--- src/hw/rtl/assert_macros.svh ---
// Assertion macros shared by the RTL of the buffer pool frame table.
// Every macro samples on clk and is disabled while rst_n is low.
`ifndef ASSERT_MACROS_SVH
`define ASSERT_MACROS_SVH

// Plain property that must hold at every clock edge.
`define BP_ASSERT(lbl, prop, msg) \
  lbl: assert property (@(posedge clk) disable iff (!rst_n) (prop)) else $error(msg);

// Antecedent implies consequent in the same cycle.
`define BP_ASSERT_IMPL(lbl, ante, cons, msg) \
  lbl: assert property (@(posedge clk) disable iff (!rst_n) (ante) |-> (cons)) else $error(msg);

`endif

--- src/hw/rtl/bplru_pkg.sv ---
// Shared types and constants of the buffer pool frame table.
// No dependencies; imported by every RTL module of the block.
package bplru_pkg;

  localparam int NUM_FRAMES_DEF = 16;

  localparam int CMD_W  = 3;
  localparam int FILE_W = 16;
  localparam int PAGE_W = 24;
  localparam int PB_W   = 17;
  localparam int HB_W   = 16;
  localparam int OFF_W  = 41;
  localparam int KIND_W = 2;
  localparam int STAT_W = 3;
  localparam int ADDR_W = 3;
  localparam int DATA_W = 32;

  localparam logic [PB_W-1:0] PAGE_BYTES_RST   = 17'd4096;
  localparam logic [HB_W-1:0] HEADER_BYTES_RST = 16'd0;

  // Register index taken from paddr[2].
  localparam logic REG_PAGE_BYTES   = 1'b0;
  localparam logic REG_HEADER_BYTES = 1'b1;

  typedef enum logic [CMD_W-1:0] {
    CMD_GET, CMD_ALLOC, CMD_DIRTY, CMD_UNPIN,
    CMD_FLUSH_PAGE, CMD_FLUSH_FILE, CMD_CLEAR, CMD_NOP
  } cmd_t;

  typedef enum logic [KIND_W-1:0] {
    KIND_FINAL, KIND_WB, KIND_FILL
  } kind_t;

  typedef enum logic [STAT_W-1:0] {
    STS_OK, STS_NO_FREE, STS_RESIDENT, STS_NOT_RESIDENT, STS_NOT_PINNED
  } status_t;

  // Operations on a list row: push at head, move key to head (or push when
  // absent), remove key, pop head.
  typedef enum logic [2:0] {
    LOP_HOLD, LOP_PUSH, LOP_MOVE, LOP_REMOVE, LOP_POP
  } list_op_t;

  typedef struct packed {
    logic head_vld;
    logic tail_vld;
    logic victim_found;
  } list_stat_t;

endpackage

--- src/hw/rtl/bplru_cell.sv ---
// One slot of a frame list: holds a frame index and a valid bit and
// trades them with its neighbors. Depends on bplru_pkg.
module bplru_cell #(
  parameter int FW       = 4,
  parameter bit INIT_VLD = 1'b0,
  parameter int INIT_ID  = 0
) (
  input  logic                 clk,
  input  logic                 rst_n,
  input  bplru_pkg::list_op_t  op,
  input  logic [FW-1:0]        key,
  input  logic                 prv_vld,
  input  logic [FW-1:0]        prv_id,
  input  logic                 nxt_vld,
  input  logic [FW-1:0]        nxt_id,
  input  logic                 found_in,
  output logic                 found_out,
  input  logic                 unpinned,
  input  logic                 later_in,
  input  logic [FW-1:0]        later_id_in,
  output logic                 later_out,
  output logic [FW-1:0]        later_id_out,
  output logic                 vld,
  output logic [FW-1:0]        id
);
  import bplru_pkg::*;

  logic          vld_r;
  logic [FW-1:0] id_r;
  logic          own_match;
  logic          take_prv;
  logic          take_nxt;

  assign own_match    = vld_r && (id_r == key);
  assign found_out    = found_in || own_match;
  assign later_out    = later_in || (vld_r && unpinned);
  assign later_id_out = later_in ? later_id_in : id_r;
  assign vld          = vld_r;
  assign id           = id_r;

  always_comb begin
    take_prv = 1'b0;
    take_nxt = 1'b0;
    case (op)
      LOP_PUSH:   take_prv = 1'b1;
      LOP_MOVE:   take_prv = !found_in;
      LOP_REMOVE: take_nxt = found_out;
      LOP_POP:    take_nxt = 1'b1;
      default:    ;
    endcase
  end

  always_ff @(posedge clk) begin
    if (!rst_n) begin
      vld_r <= INIT_VLD;
      id_r  <= FW'(INIT_ID);
    end else if (take_prv) begin
      vld_r <= prv_vld;
      id_r  <= prv_id;
    end else if (take_nxt) begin
      vld_r <= nxt_vld;
      id_r  <= nxt_id;
    end
  end

endmodule

--- src/hw/rtl/bplru_list.sv ---
// Row of bplru_cell slots forming an ordered frame list, head at slot 0.
// Depends on bplru_pkg and bplru_cell.
module bplru_list #(
  parameter int N         = 16,
  parameter int FW        = 4,
  parameter bit INIT_FULL = 1'b0
) (
  input  logic                   clk,
  input  logic                   rst_n,
  input  bplru_pkg::list_op_t    op,
  input  logic [FW-1:0]          key,
  input  logic [N-1:0]           pinned,
  output bplru_pkg::list_stat_t  stat,
  output logic [FW-1:0]          head_id,
  output logic [FW-1:0]          victim_id,
  output logic [N-1:0]           vld_vec
);
  import bplru_pkg::*;

  logic [FW-1:0]     id_a  [N];
  logic [N:0]        found;
  logic [N:0]        later;
  logic [FW-1:0]     lid   [N+1];
  logic [2**FW-1:0]  pin_pad;

  always_comb begin
    pin_pad        = '0;
    pin_pad[N-1:0] = pinned;
  end

  assign found[0] = 1'b0;
  assign later[N] = 1'b0;
  assign lid[N]   = '0;

  for (genvar i = 0; i < N; i++) begin : g_cell
    logic          pv;
    logic [FW-1:0] pid;
    logic          nv;
    logic [FW-1:0] nid;

    if (i == 0) begin : g_head
      assign pv  = 1'b1;
      assign pid = key;
    end else begin : g_body
      assign pv  = vld_vec[i-1];
      assign pid = id_a[i-1];
    end

    if (i == N-1) begin : g_tail
      assign nv  = 1'b0;
      assign nid = '0;
    end else begin : g_next
      assign nv  = vld_vec[i+1];
      assign nid = id_a[i+1];
    end

    bplru_cell #(
      .FW       (FW),
      .INIT_VLD (INIT_FULL),
      .INIT_ID  (i)
    ) u_cell (
      .clk          (clk),
      .rst_n        (rst_n),
      .op           (op),
      .key          (key),
      .prv_vld      (pv),
      .prv_id       (pid),
      .nxt_vld      (nv),
      .nxt_id       (nid),
      .found_in     (found[i]),
      .found_out    (found[i+1]),
      .unpinned     (!pin_pad[id_a[i]]),
      .later_in     (later[i+1]),
      .later_id_in  (lid[i+1]),
      .later_out    (later[i]),
      .later_id_out (lid[i]),
      .vld          (vld_vec[i]),
      .id           (id_a[i])
    );
  end

  assign stat.head_vld     = vld_vec[0];
  assign stat.tail_vld     = vld_vec[N-1];
  assign stat.victim_found = later[0];
  assign head_id           = id_a[0];
  assign victim_id         = lid[0];

endmodule

--- src/hw/rtl/buffer_pool_lru_frame_table.sv ---
// Top level of the buffer pool frame table: controller, frame bits, tags.
// Depends on bplru_pkg, bplru_list (and bplru_cell), assert_macros.svh.
//
//   channel | direction | handshake          | payload
//   --------+-----------+--------------------+--------------------------------------
//   in      | input     | in_valid/in_stall  | command, file_id, page_number
//   out     | output    | out_valid/out_stall| kind, status, frame, file, page,
//           |           |                    | byte_offset, last
//   cfg     | input     | psel/penable/pready| page_bytes @0x0, header_bytes @0x4
//
// A plain answer takes accept, lookup and respond steps. A write-back adds tag
// read, multiply and emit, a fill multiply and emit, an install its own step and a
// get miss a fill-done step. A flush file scans all frames, adds a release per
// resident frame of the file and a write-back per dirty one; a clear all frees
// resident frames in turn. out_stall holds only the emit step: a new item is
// taken while the last response still waits. Reset is synchronous; tags have none.
module buffer_pool_lru_frame_table
  import bplru_pkg::*;
#(
  parameter int NUM_FRAMES = NUM_FRAMES_DEF,
  localparam int FW        = (NUM_FRAMES > 1) ? $clog2(NUM_FRAMES) : 1
) (
  input  logic                   clk,
  input  logic                   rst_n,
  // request channel
  input  logic                   in_valid,
  output logic                   in_stall,
  input  logic [CMD_W-1:0]       in_command,
  input  logic [FILE_W-1:0]      in_file_id,
  input  logic [PAGE_W-1:0]      in_page_number,
  // result channel
  output logic                   out_valid,
  input  logic                   out_stall,
  output logic [KIND_W-1:0]      out_kind,
  output logic [STAT_W-1:0]      out_status,
  output logic [FW-1:0]          out_frame,
  output logic [FILE_W-1:0]      out_file,
  output logic [PAGE_W-1:0]      out_page,
  output logic [OFF_W-1:0]       out_byte_offset,
  output logic                   out_last,
  // configuration port
  input  logic                   psel,
  input  logic                   penable,
  input  logic                   pwrite,
  input  logic [ADDR_W-1:0]      paddr,
  input  logic [DATA_W-1:0]      pwdata,
  output logic [DATA_W-1:0]      prdata,
  output logic                   pready
);

  `include "assert_macros.svh"

  typedef enum logic [3:0] {
    S_IDLE, S_LOOK, S_WBSET, S_MUL, S_EMIT, S_INSTALL,
    S_FILLDONE, S_RELEASE, S_SCAN, S_CLEAR
  } state_t;

  state_t               state_r;
  state_t               ret_r;
  state_t               post_r;
  cmd_t                 cmd_r;
  logic [FILE_W-1:0]    file_r;
  logic [PAGE_W-1:0]    page_r;
  logic [FW-1:0]        slot_r;
  logic [FW-1:0]        idx_r;
  logic                 from_free_r;

  // pending result item
  kind_t                res_kind_r;
  status_t              res_status_r;
  logic [FW-1:0]        res_frame_r;
  logic [FILE_W-1:0]    res_file_r;
  logic [PAGE_W-1:0]    res_page_r;
  logic [OFF_W-1:0]     prod_r;

  logic [PB_W-1:0]      pb_r;
  logic [HB_W-1:0]      hb_r;

  // per-frame state
  logic [FILE_W-1:0]    tag_file_r [NUM_FRAMES];
  logic [PAGE_W-1:0]    tag_page_r [NUM_FRAMES];
  logic [NUM_FRAMES-1:0] in_use_r;
  logic [NUM_FRAMES-1:0] pinned_r;
  logic [NUM_FRAMES-1:0] dirty_r;

  // output register
  logic                 out_valid_r;
  kind_t                out_kind_r;
  status_t              out_status_r;
  logic [FW-1:0]        out_frame_r;
  logic [FILE_W-1:0]    out_file_r;
  logic [PAGE_W-1:0]    out_page_r;
  logic [OFF_W-1:0]     out_off_r;
  logic                 out_last_r;

  // lookup
  logic [NUM_FRAMES-1:0] pmatch;
  logic [NUM_FRAMES-1:0] fmatch;
  logic                 hit;
  logic [FW-1:0]        hit_idx;

  // list rows
  list_op_t             rec_op;
  list_op_t             free_op;
  logic [FW-1:0]        rec_key;
  logic [FW-1:0]        free_key;
  list_stat_t           rec_stat;
  logic [FW-1:0]        rec_head_id;
  logic [FW-1:0]        free_head_id;
  logic [FW-1:0]        victim_id;
  logic [NUM_FRAMES-1:0] rec_vld;
  logic [NUM_FRAMES-1:0] free_vld;

  logic                 out_free;
  logic                 cfg_wr;

  assign in_stall  = (state_r != S_IDLE);
  assign out_free  = !out_valid_r || !out_stall;
  assign cfg_wr    = psel && penable && pwrite;
  assign pready    = 1'b1;
  assign prdata    = (paddr[2] == REG_HEADER_BYTES) ? {{(DATA_W-HB_W){1'b0}}, hb_r}
                                                    : {{(DATA_W-PB_W){1'b0}}, pb_r};

  assign out_valid       = out_valid_r;
  assign out_kind        = out_kind_r;
  assign out_status      = out_status_r;
  assign out_frame       = out_frame_r;
  assign out_file        = out_file_r;
  assign out_page        = out_page_r;
  assign out_byte_offset = out_off_r;
  assign out_last        = out_last_r;

  // Compare the request tag against every frame; tags are unique among
  // resident frames, so take the lowest match.
  always_comb begin
    hit     = 1'b0;
    hit_idx = '0;
    for (int i = 0; i < NUM_FRAMES; i++) begin
      fmatch[i] = in_use_r[i] && (tag_file_r[i] == file_r);
      pmatch[i] = fmatch[i] && (tag_page_r[i] == page_r);
      if (pmatch[i] && !hit) begin
        hit     = 1'b1;
        hit_idx = FW'(i);
      end
    end
  end

  // Drive the list rows from the current step.
  always_comb begin
    rec_op   = LOP_HOLD;
    rec_key  = slot_r;
    free_op  = LOP_HOLD;
    free_key = slot_r;
    case (state_r)
      S_LOOK: begin
        if (hit && ((cmd_r == CMD_GET) ||
                    (((cmd_r == CMD_DIRTY) || (cmd_r == CMD_UNPIN)) &&
                     pinned_r[hit_idx]))) begin
          rec_op  = LOP_MOVE;
          rec_key = hit_idx;
        end
      end
      S_INSTALL: begin
        // move a victim to the head, or push a fresh frame there
        rec_op = LOP_MOVE;
        if (from_free_r) begin
          free_op = LOP_POP;
        end
      end
      S_RELEASE: begin
        rec_op  = LOP_REMOVE;
        free_op = LOP_PUSH;
      end
      S_CLEAR: begin
        if (rec_stat.head_vld) begin
          rec_op   = LOP_POP;
          free_op  = LOP_PUSH;
          free_key = rec_head_id;
        end
      end
      default: ;
    endcase
  end

  bplru_list #(
    .N         (NUM_FRAMES),
    .FW        (FW),
    .INIT_FULL (1'b0)
  ) u_recency (
    .clk       (clk),
    .rst_n     (rst_n),
    .op        (rec_op),
    .key       (rec_key),
    .pinned    (pinned_r),
    .stat      (rec_stat),
    .head_id   (rec_head_id),
    .victim_id (victim_id),
    .vld_vec   (rec_vld)
  );

  bplru_list #(
    .N         (NUM_FRAMES),
    .FW        (FW),
    .INIT_FULL (1'b1)
  ) u_free (
    .clk       (clk),
    .rst_n     (rst_n),
    .op        (free_op),
    .key       (free_key),
    .pinned    ('0),
    .stat      (),
    .head_id   (free_head_id),
    .victim_id (),
    .vld_vec   (free_vld)
  );

  // Tag store: written when a frame is installed.
  always_ff @(posedge clk) begin
    if (state_r == S_INSTALL) begin
      tag_file_r[slot_r] <= file_r;
      tag_page_r[slot_r] <= page_r;
    end
  end

  // Controller: sequencing, frame bits, pending item and output register.
  always_ff @(posedge clk) begin : p_ctrl
    logic          fin;
    status_t       fin_sts;
    logic [FW-1:0] fin_frm;
    fin     = 1'b0;
    fin_sts = STS_OK;
    fin_frm = '0;
    if (!rst_n) begin
      state_r     <= S_IDLE;
      out_valid_r <= 1'b0;
      in_use_r    <= '0;
      pinned_r    <= '0;
      dirty_r     <= '0;
      pb_r        <= PAGE_BYTES_RST;
      hb_r        <= HEADER_BYTES_RST;
    end else begin
      if (cfg_wr) begin
        if (paddr[2] == REG_HEADER_BYTES) begin
          hb_r <= pwdata[HB_W-1:0];
        end else begin
          pb_r <= pwdata[PB_W-1:0];
        end
      end

      // drop the result once it is taken, unless a new one is loaded now
      if (out_valid_r && !out_stall && (state_r != S_EMIT)) begin
        out_valid_r <= 1'b0;
      end

      unique case (state_r)
        S_IDLE: begin
          if (in_valid) begin
            cmd_r   <= cmd_t'(in_command);
            file_r  <= in_file_id;
            page_r  <= in_page_number;
            state_r <= S_LOOK;
          end
        end

        S_LOOK: begin
          case (cmd_r)
            CMD_GET, CMD_ALLOC: begin
              if (hit) begin
                fin = 1'b1;
                if (cmd_r == CMD_GET) begin
                  fin_frm = hit_idx;
                end else begin
                  fin_sts = STS_RESIDENT;
                end
              end else if (!rec_stat.tail_vld) begin
                slot_r      <= free_head_id;
                from_free_r <= 1'b1;
                state_r     <= S_INSTALL;
              end else if (rec_stat.victim_found) begin
                slot_r      <= victim_id;
                from_free_r <= 1'b0;
                post_r      <= S_INSTALL;
                state_r     <= dirty_r[victim_id] ? S_WBSET : S_INSTALL;
              end else begin
                fin     = 1'b1;
                fin_sts = STS_NO_FREE;
              end
            end
            CMD_DIRTY, CMD_UNPIN: begin
              fin = 1'b1;
              if (!hit) begin
                fin_sts = STS_NOT_RESIDENT;
              end else if (!pinned_r[hit_idx]) begin
                fin_sts = STS_NOT_PINNED;
              end else begin
                fin_frm = hit_idx;
                if (cmd_r == CMD_DIRTY) begin
                  dirty_r[hit_idx] <= 1'b1;
                end else begin
                  pinned_r[hit_idx] <= 1'b0;
                end
              end
            end
            CMD_FLUSH_PAGE: begin
              if (hit) begin
                slot_r  <= hit_idx;
                post_r  <= S_RELEASE;
                state_r <= dirty_r[hit_idx] ? S_WBSET : S_RELEASE;
              end else begin
                fin = 1'b1;
              end
            end
            CMD_FLUSH_FILE: begin
              idx_r   <= '0;
              state_r <= S_SCAN;
            end
            CMD_CLEAR: begin
              state_r <= S_CLEAR;
            end
            default: begin
              fin = 1'b1;
            end
          endcase
        end

        S_WBSET: begin
          // read the old tag and mark the frame clean
          res_kind_r     <= KIND_WB;
          res_status_r   <= STS_OK;
          res_frame_r    <= slot_r;
          res_file_r     <= tag_file_r[slot_r];
          res_page_r     <= tag_page_r[slot_r];
          dirty_r[slot_r] <= 1'b0;
          ret_r          <= post_r;
          state_r        <= S_MUL;
        end

        S_MUL: begin
          prod_r  <= OFF_W'(res_page_r) * OFF_W'(pb_r);
          state_r <= S_EMIT;
        end

        S_EMIT: begin
          if (out_free) begin
            out_valid_r  <= 1'b1;
            out_kind_r   <= res_kind_r;
            out_status_r <= res_status_r;
            out_frame_r  <= res_frame_r;
            out_file_r   <= res_file_r;
            out_page_r   <= res_page_r;
            out_off_r    <= (res_kind_r == KIND_FINAL) ? '0 : prod_r + OFF_W'(hb_r);
            out_last_r   <= (res_kind_r == KIND_FINAL);
            state_r      <= ret_r;
          end
        end

        S_INSTALL: begin
          in_use_r[slot_r] <= 1'b1;
          pinned_r[slot_r] <= 1'b1;
          dirty_r[slot_r]  <= 1'b0;
          if (cmd_r == CMD_GET) begin
            res_kind_r   <= KIND_FILL;
            res_status_r <= STS_OK;
            res_frame_r  <= slot_r;
            res_file_r   <= file_r;
            res_page_r   <= page_r;
            ret_r        <= S_FILLDONE;
            state_r      <= S_MUL;
          end else begin
            fin     = 1'b1;
            fin_frm = slot_r;
          end
        end

        S_FILLDONE: begin
          fin     = 1'b1;
          fin_frm = slot_r;
        end

        S_RELEASE: begin
          in_use_r[slot_r] <= 1'b0;
          if (cmd_r == CMD_FLUSH_FILE) begin
            if (idx_r == FW'(NUM_FRAMES - 1)) begin
              fin = 1'b1;
            end else begin
              idx_r   <= idx_r + 1'b1;
              state_r <= S_SCAN;
            end
          end else begin
            fin     = 1'b1;
            fin_frm = slot_r;
          end
        end

        S_SCAN: begin
          if (fmatch[idx_r]) begin
            slot_r  <= idx_r;
            post_r  <= S_RELEASE;
            state_r <= dirty_r[idx_r] ? S_WBSET : S_RELEASE;
          end else if (idx_r == FW'(NUM_FRAMES - 1)) begin
            fin = 1'b1;
          end else begin
            idx_r <= idx_r + 1'b1;
          end
        end

        S_CLEAR: begin
          // release the most recent frame each cycle until the list drains
          if (rec_stat.head_vld) begin
            in_use_r[rec_head_id] <= 1'b0;
          end else begin
            fin = 1'b1;
          end
        end

        default: state_r <= S_IDLE;
      endcase

      if (fin) begin
        res_kind_r   <= KIND_FINAL;
        res_status_r <= fin_sts;
        res_frame_r  <= fin_frm;
        res_file_r   <= '0;
        res_page_r   <= '0;
        ret_r        <= S_IDLE;
        state_r      <= S_EMIT;
      end
    end
  end

  // Every frame sits in exactly one of the two lists.
  `BP_ASSERT(a_lists_cover, ($countones(rec_vld) + $countones(free_vld)) == NUM_FRAMES, "frame lost or doubled between lists")
  // Resident bits track the recency list.
  `BP_ASSERT(a_use_matches_list, $countones(in_use_r) == $countones(rec_vld), "resident bits disagree with recency list")
  // Only the final response of a request carries last.
  `BP_ASSERT_IMPL(a_last_on_final, out_valid_r, out_last_r == (out_kind_r == KIND_FINAL), "last flag on wrong item kind")

endmodule

--- config.mk ---
export PLATFORM = sky130hd
export DESIGN_NAME = buffer_pool_lru_frame_table
export DESIGN_NICKNAME = d
export VERILOG_FILES = /design/src/hw/rtl/bplru_pkg.sv /design/src/hw/rtl/bplru_cell.sv /design/src/hw/rtl/bplru_list.sv /design/src/hw/rtl/buffer_pool_lru_frame_table.sv
export VERILOG_INCLUDE_DIRS = /design/src /design/src/hw/rtl
export SDC_FILE = /design/constraint.sdc
export NUM_CORES = 2
export LEC_CHECK = 0
export ABC_CLOCK_PERIOD_IN_PS = 16700
export BUFFER_PORTS_ARGS = -buffer_cell sky130_fd_sc_hd__buf_2
export CORE_MARGIN = 2
export CORE_UTILIZATION = 35
export CTS_BUF_LIST = sky130_fd_sc_hd__clkbuf_8
export DETAILED_ROUTE_END_ITERATION = 8
export PLACE_DENSITY = 0.56
export SKIP_CTS_REPAIR_TIMING = 1
export SLEW_MARGIN = 20
export SYNTH_ARGS = -nofsm -noshare
export SYNTH_HDL_FRONTEND = slang
export SYNTH_SLANG_ARGS = --single-unit
--- constraint.sdc ---
create_clock -name clk -period 16.7 [get_ports clk]
set_input_delay 1.67 -clock clk [delete_from_list [all_inputs] [get_ports clk]]
set_output_delay 1.67 -clock clk [all_outputs]
set_load 0.03 [all_outputs]
==> results_dict.tcl <==
set metrics [dict create \
    routedWlPerCell_um 25.1 \
    synthMuxAreaShare_pct 12.2 \
    routed_wl_um 229000 \
    fmax_mhz 112 \
    clock_skew_ns 0.0821 \
    htree_levels 4 \
    grt_max_degree 102 \
    fin_crit_sh_pct 53.5 \
    critPathKind "flip-flop to flip-flop" \
    setup_viol 0 \
    placed_cell_area_um2 75300 \
    yosysMostFrequentCell "edfxtp_1" \
    hold_path_depth 0 \
    post-route-util_pct 38.9 \
    core_area_um2 204000 \
    r2r-start "page_r[23]$_DFFE_PP_" \
    dieArea_um2 208000 \
    fill_cells 19600 \
    synth_top_family_by_area "simple AND/OR/NAND/NOR gates" \
    crit_chain "buf_4 > xor2_1 > nor4_1 > nand4_1 > nor4bb_1 > a2111o_2 > a2111oi_4 > nor3_2 > mux2_2 > and2b_1 > nor3_1 > or3_1 > mux2_4 > or4_1 > and4_4 > a41oi_2 > mux2_2 > mux2i_1 > nor2_1" \
    synth_compound_area_share_pct 6.00 \
    r2r_cells 19 \
    fin_area_um2 79400 \
    min_from "res_file_r[12]$_SDFFCE_PP0P_" \
    synth_area_leaders "edfxtp_1, fa_1, mux4_2, dfxtp_1, xor2_1" \
    cp_common_cell "mux2_2" \
    synth_edf_count 877 \
    fin_crit_ns 8.93 \
    clockBufferDepth 3 \
    rsz0062_at_grt "no" \
    synthFlopType "edfxtp_1" \
    grt_first_pass_wirelength_um 338000 \
    stdcell_count 9147 \
    status "completed" \
    yosysSeqAreaShare_pct 43.3 \
    pin_count 211 \
    place_ws_ns 8.08 \
    synthTopCellsByCount "edfxtp_1, nand2_1, xor2_1" \
    yosys_warnings 0 \
    layout-drive-gt1-share_pct 16.4 \
    tightest_slew_ns 1.23 \
    die_w_um 456 \
    synthArstFlopShare_pct 0 \
    synth_xor_area_share_pct 9.36 \
    rows 166 \
    drtPass1Iterations 5 \
    ant_nets 0 \
    critPathMaxFanout 33 \
    slowest_delay_ns 1.05 \
    cp-start-kind "flip-flop" \
    fin_ws_ns 7.77 \
    numPortBuffers 177 \
    worstReg2RegEnd "u_recency.g_cell[11].u_cell.id[2]$_SDFFE_PN0P_" \
    r2r_slack_ns 7.77 \
    powerDensity_nw_per_um2 111 \
    via_per_inst 5.50 \
    holdWs_ns 0.419 \
    syn_to_final_growth_pct 10.8 \
    ys_ff_latch 1111 \
    p_leak_nw 28.6 \
    cts_root_buffer "clkbuf_8" \
    cts.sinks 1111 \
    p_total_mw 8.78 \
    synth_area_per_cell_um2 11.6 \
    die-height_um 456 \
    dp.final_hpwl_um 162000 \
    cts_tree "done" \
    gr-total-overflow 0 \
    nets 6837 \
    fin_tns_setup_ns 0 \
    synthSimpleGateAreaFrac_pct 12.8 \
    synth_area_um2 71600 \
    crit_path_top_delay_cell "nor4bb_1" \
    antenna_found_initial 3 \
    synth_area_leader_cell "edfxtp_1" \
    critPathArrivalTime_ns 9.72 \
    cts_buffers 199 \
    drt_iter0_drc 5181 \
    ir_drop_mv 0.105 \
    end_kind "flip-flop" \
    synth_cell_types 110 \
    drc 0 \
    cap_violations 0 \
    dp_cells 8774 \
    clk_pin_slew_worst_paths_ns 0.06 \
    synthAdderAreaFrac_pct 11.5 \
    relSlewSlack_pct 17.6 \
    hold_viol 0 \
    grt.total_usage_pct 21.7 \
    worstHoldPathType "flip-flop to flip-flop" \
    vias 50300 \
    synthDominantCellAreaShare_pct 36.8 \
    worstSkewPairLatency_ns 1.02 \
    gp_congestion 0.942 \
    initial_core_util_pct 35.1 \
    grt_pass1_vias 50300 \
    cp.required_ns 17.50 \
    syn-instance-count 6175 \
    holdPathEnd "out_file[12]$_DFFE_PP_" \
    finalMaxSlewViolations 0 \
]
flip-flops by register name (all words and copies together) (netlist names), 17 cells and up, named ones only:
signal,cells
pb_r,17
out_page,24
prod_r,41
page_r,24
tag_file_r,256
u_free.g_cell.u_cell.id,64
res_page_r,24
tag_page_r,384
out_byte_offset,41
u_recency.g_cell.u_cell.id,64
area by class of cell:
cell class | count | area, µm² | share of cell area, %
Antenna cell | 3 | 7.51 | 0.00946
Clock inverter | 151 | 1080 | 1.36
Multi-Input combinational cell | 4252 | 37400 | 47.1
Clock buffer | 217 | 2990 | 3.76
Tap cell | 2688 | 3360 | 4.24
Timing Repair Buffer | 313 | 1940 | 2.45
Sequential cell | 1111 | 31000 | 39.1
Inverter | 412 | 1550 | 1.95
where the power goes:
group	leakage (nW)	internal, mW	switching [mW]
combinational	16.5	0.952	1.66
clock	2.28	1.40	1.26
sequential	9.82	3.26	0.250
total	28.6	5.61	3.17
critical path: cells and delay by family, from the launching register on:
kind	cells	cell delay, ns
AO/OA/AOI/OAI	3	0.73
XOR/XNOR	1	0.22
buffers and inverters	1	0.27
flip-flops	1	0.36
multiplexers	4	1.28
AND/OR/NAND/NOR	10	5.78
logic make-up (layout without fill, tap and decap cells):
| family | after synthesis | in the layout |
|---|---|---|
| DFF | 1111 | 1111 |
| AOI/OAI and AO/OA | 652 | 652 |
| other | 2 | 19 |
| muxes | 514 | 514 |
| xor gates and xnor gates | 765 | 765 |
| adders and majority gates | 463 | 463 |
| and+or+nand+nor | 1842 | 1842 |
| buffers and inverters | 826 | 1093 |
cell usage in the layout (no fill, tap or decap), drive strengths merged, types with 80 or more instances in the layout:
cell	instances
nand3	105
and2	122
xnor2	255
buf	313
nor2	302
o21ai	122
clkbuf	217
mux2	80
nor4	187
dfxtp	234
mux2i	157
xor2	510
nand2	685
ha	133
fa	330
mux4	277
edfxtp	877
inv	478
a21oi	242
per-layer routing:
layer	vias up	track usage, %	routed length (µm)
li1	22200	-	-
met1	25600	28.8	95700
met2	2030	34.9	108000
met3	419	3.37	15100
met4	2	9.61	10700
met5	-	0	11
worst max path at each step:
| stage | slack, ns | from | endpoint | depth (start not counted) |
|---|---|---|---|---|
| after floorplan | 9.38 | u_recency.g_cell[12].u_cell.id[0]$_SDFFE_PN0P_ | res_file_r[0]$_SDFFCE_PP0P_ | 19 |
| final | 7.77 | page_r[23]$_DFFE_PP_ | u_recency.g_cell[11].u_cell.id[2]$_SDFFE_PN0P_ | 19 |
| after global placement | 8.21 | page_r[2]$_DFFE_PP_ | u_recency.g_cell[11].u_cell.id[3]$_SDFFE_PN1P_ | 19 |
| after global routing | 7.66 | page_r[2]$_DFFE_PP_ | u_recency.g_cell[11].u_cell.id[2]$_SDFFE_PN0P_ | 19 |
| after CTS | 8.02 | page_r[2]$_DFFE_PP_ | u_recency.g_cell[11].u_cell.id[2]$_SDFFE_PN0P_ | 19 |
| after detailed placement | 8.08 | page_r[2]$_DFFE_PP_ | u_recency.g_cell[11].u_cell.id[1]$_SDFFE_PN1P_ | 19 |
Note: power is estimated with default switching activity, not from simulation.
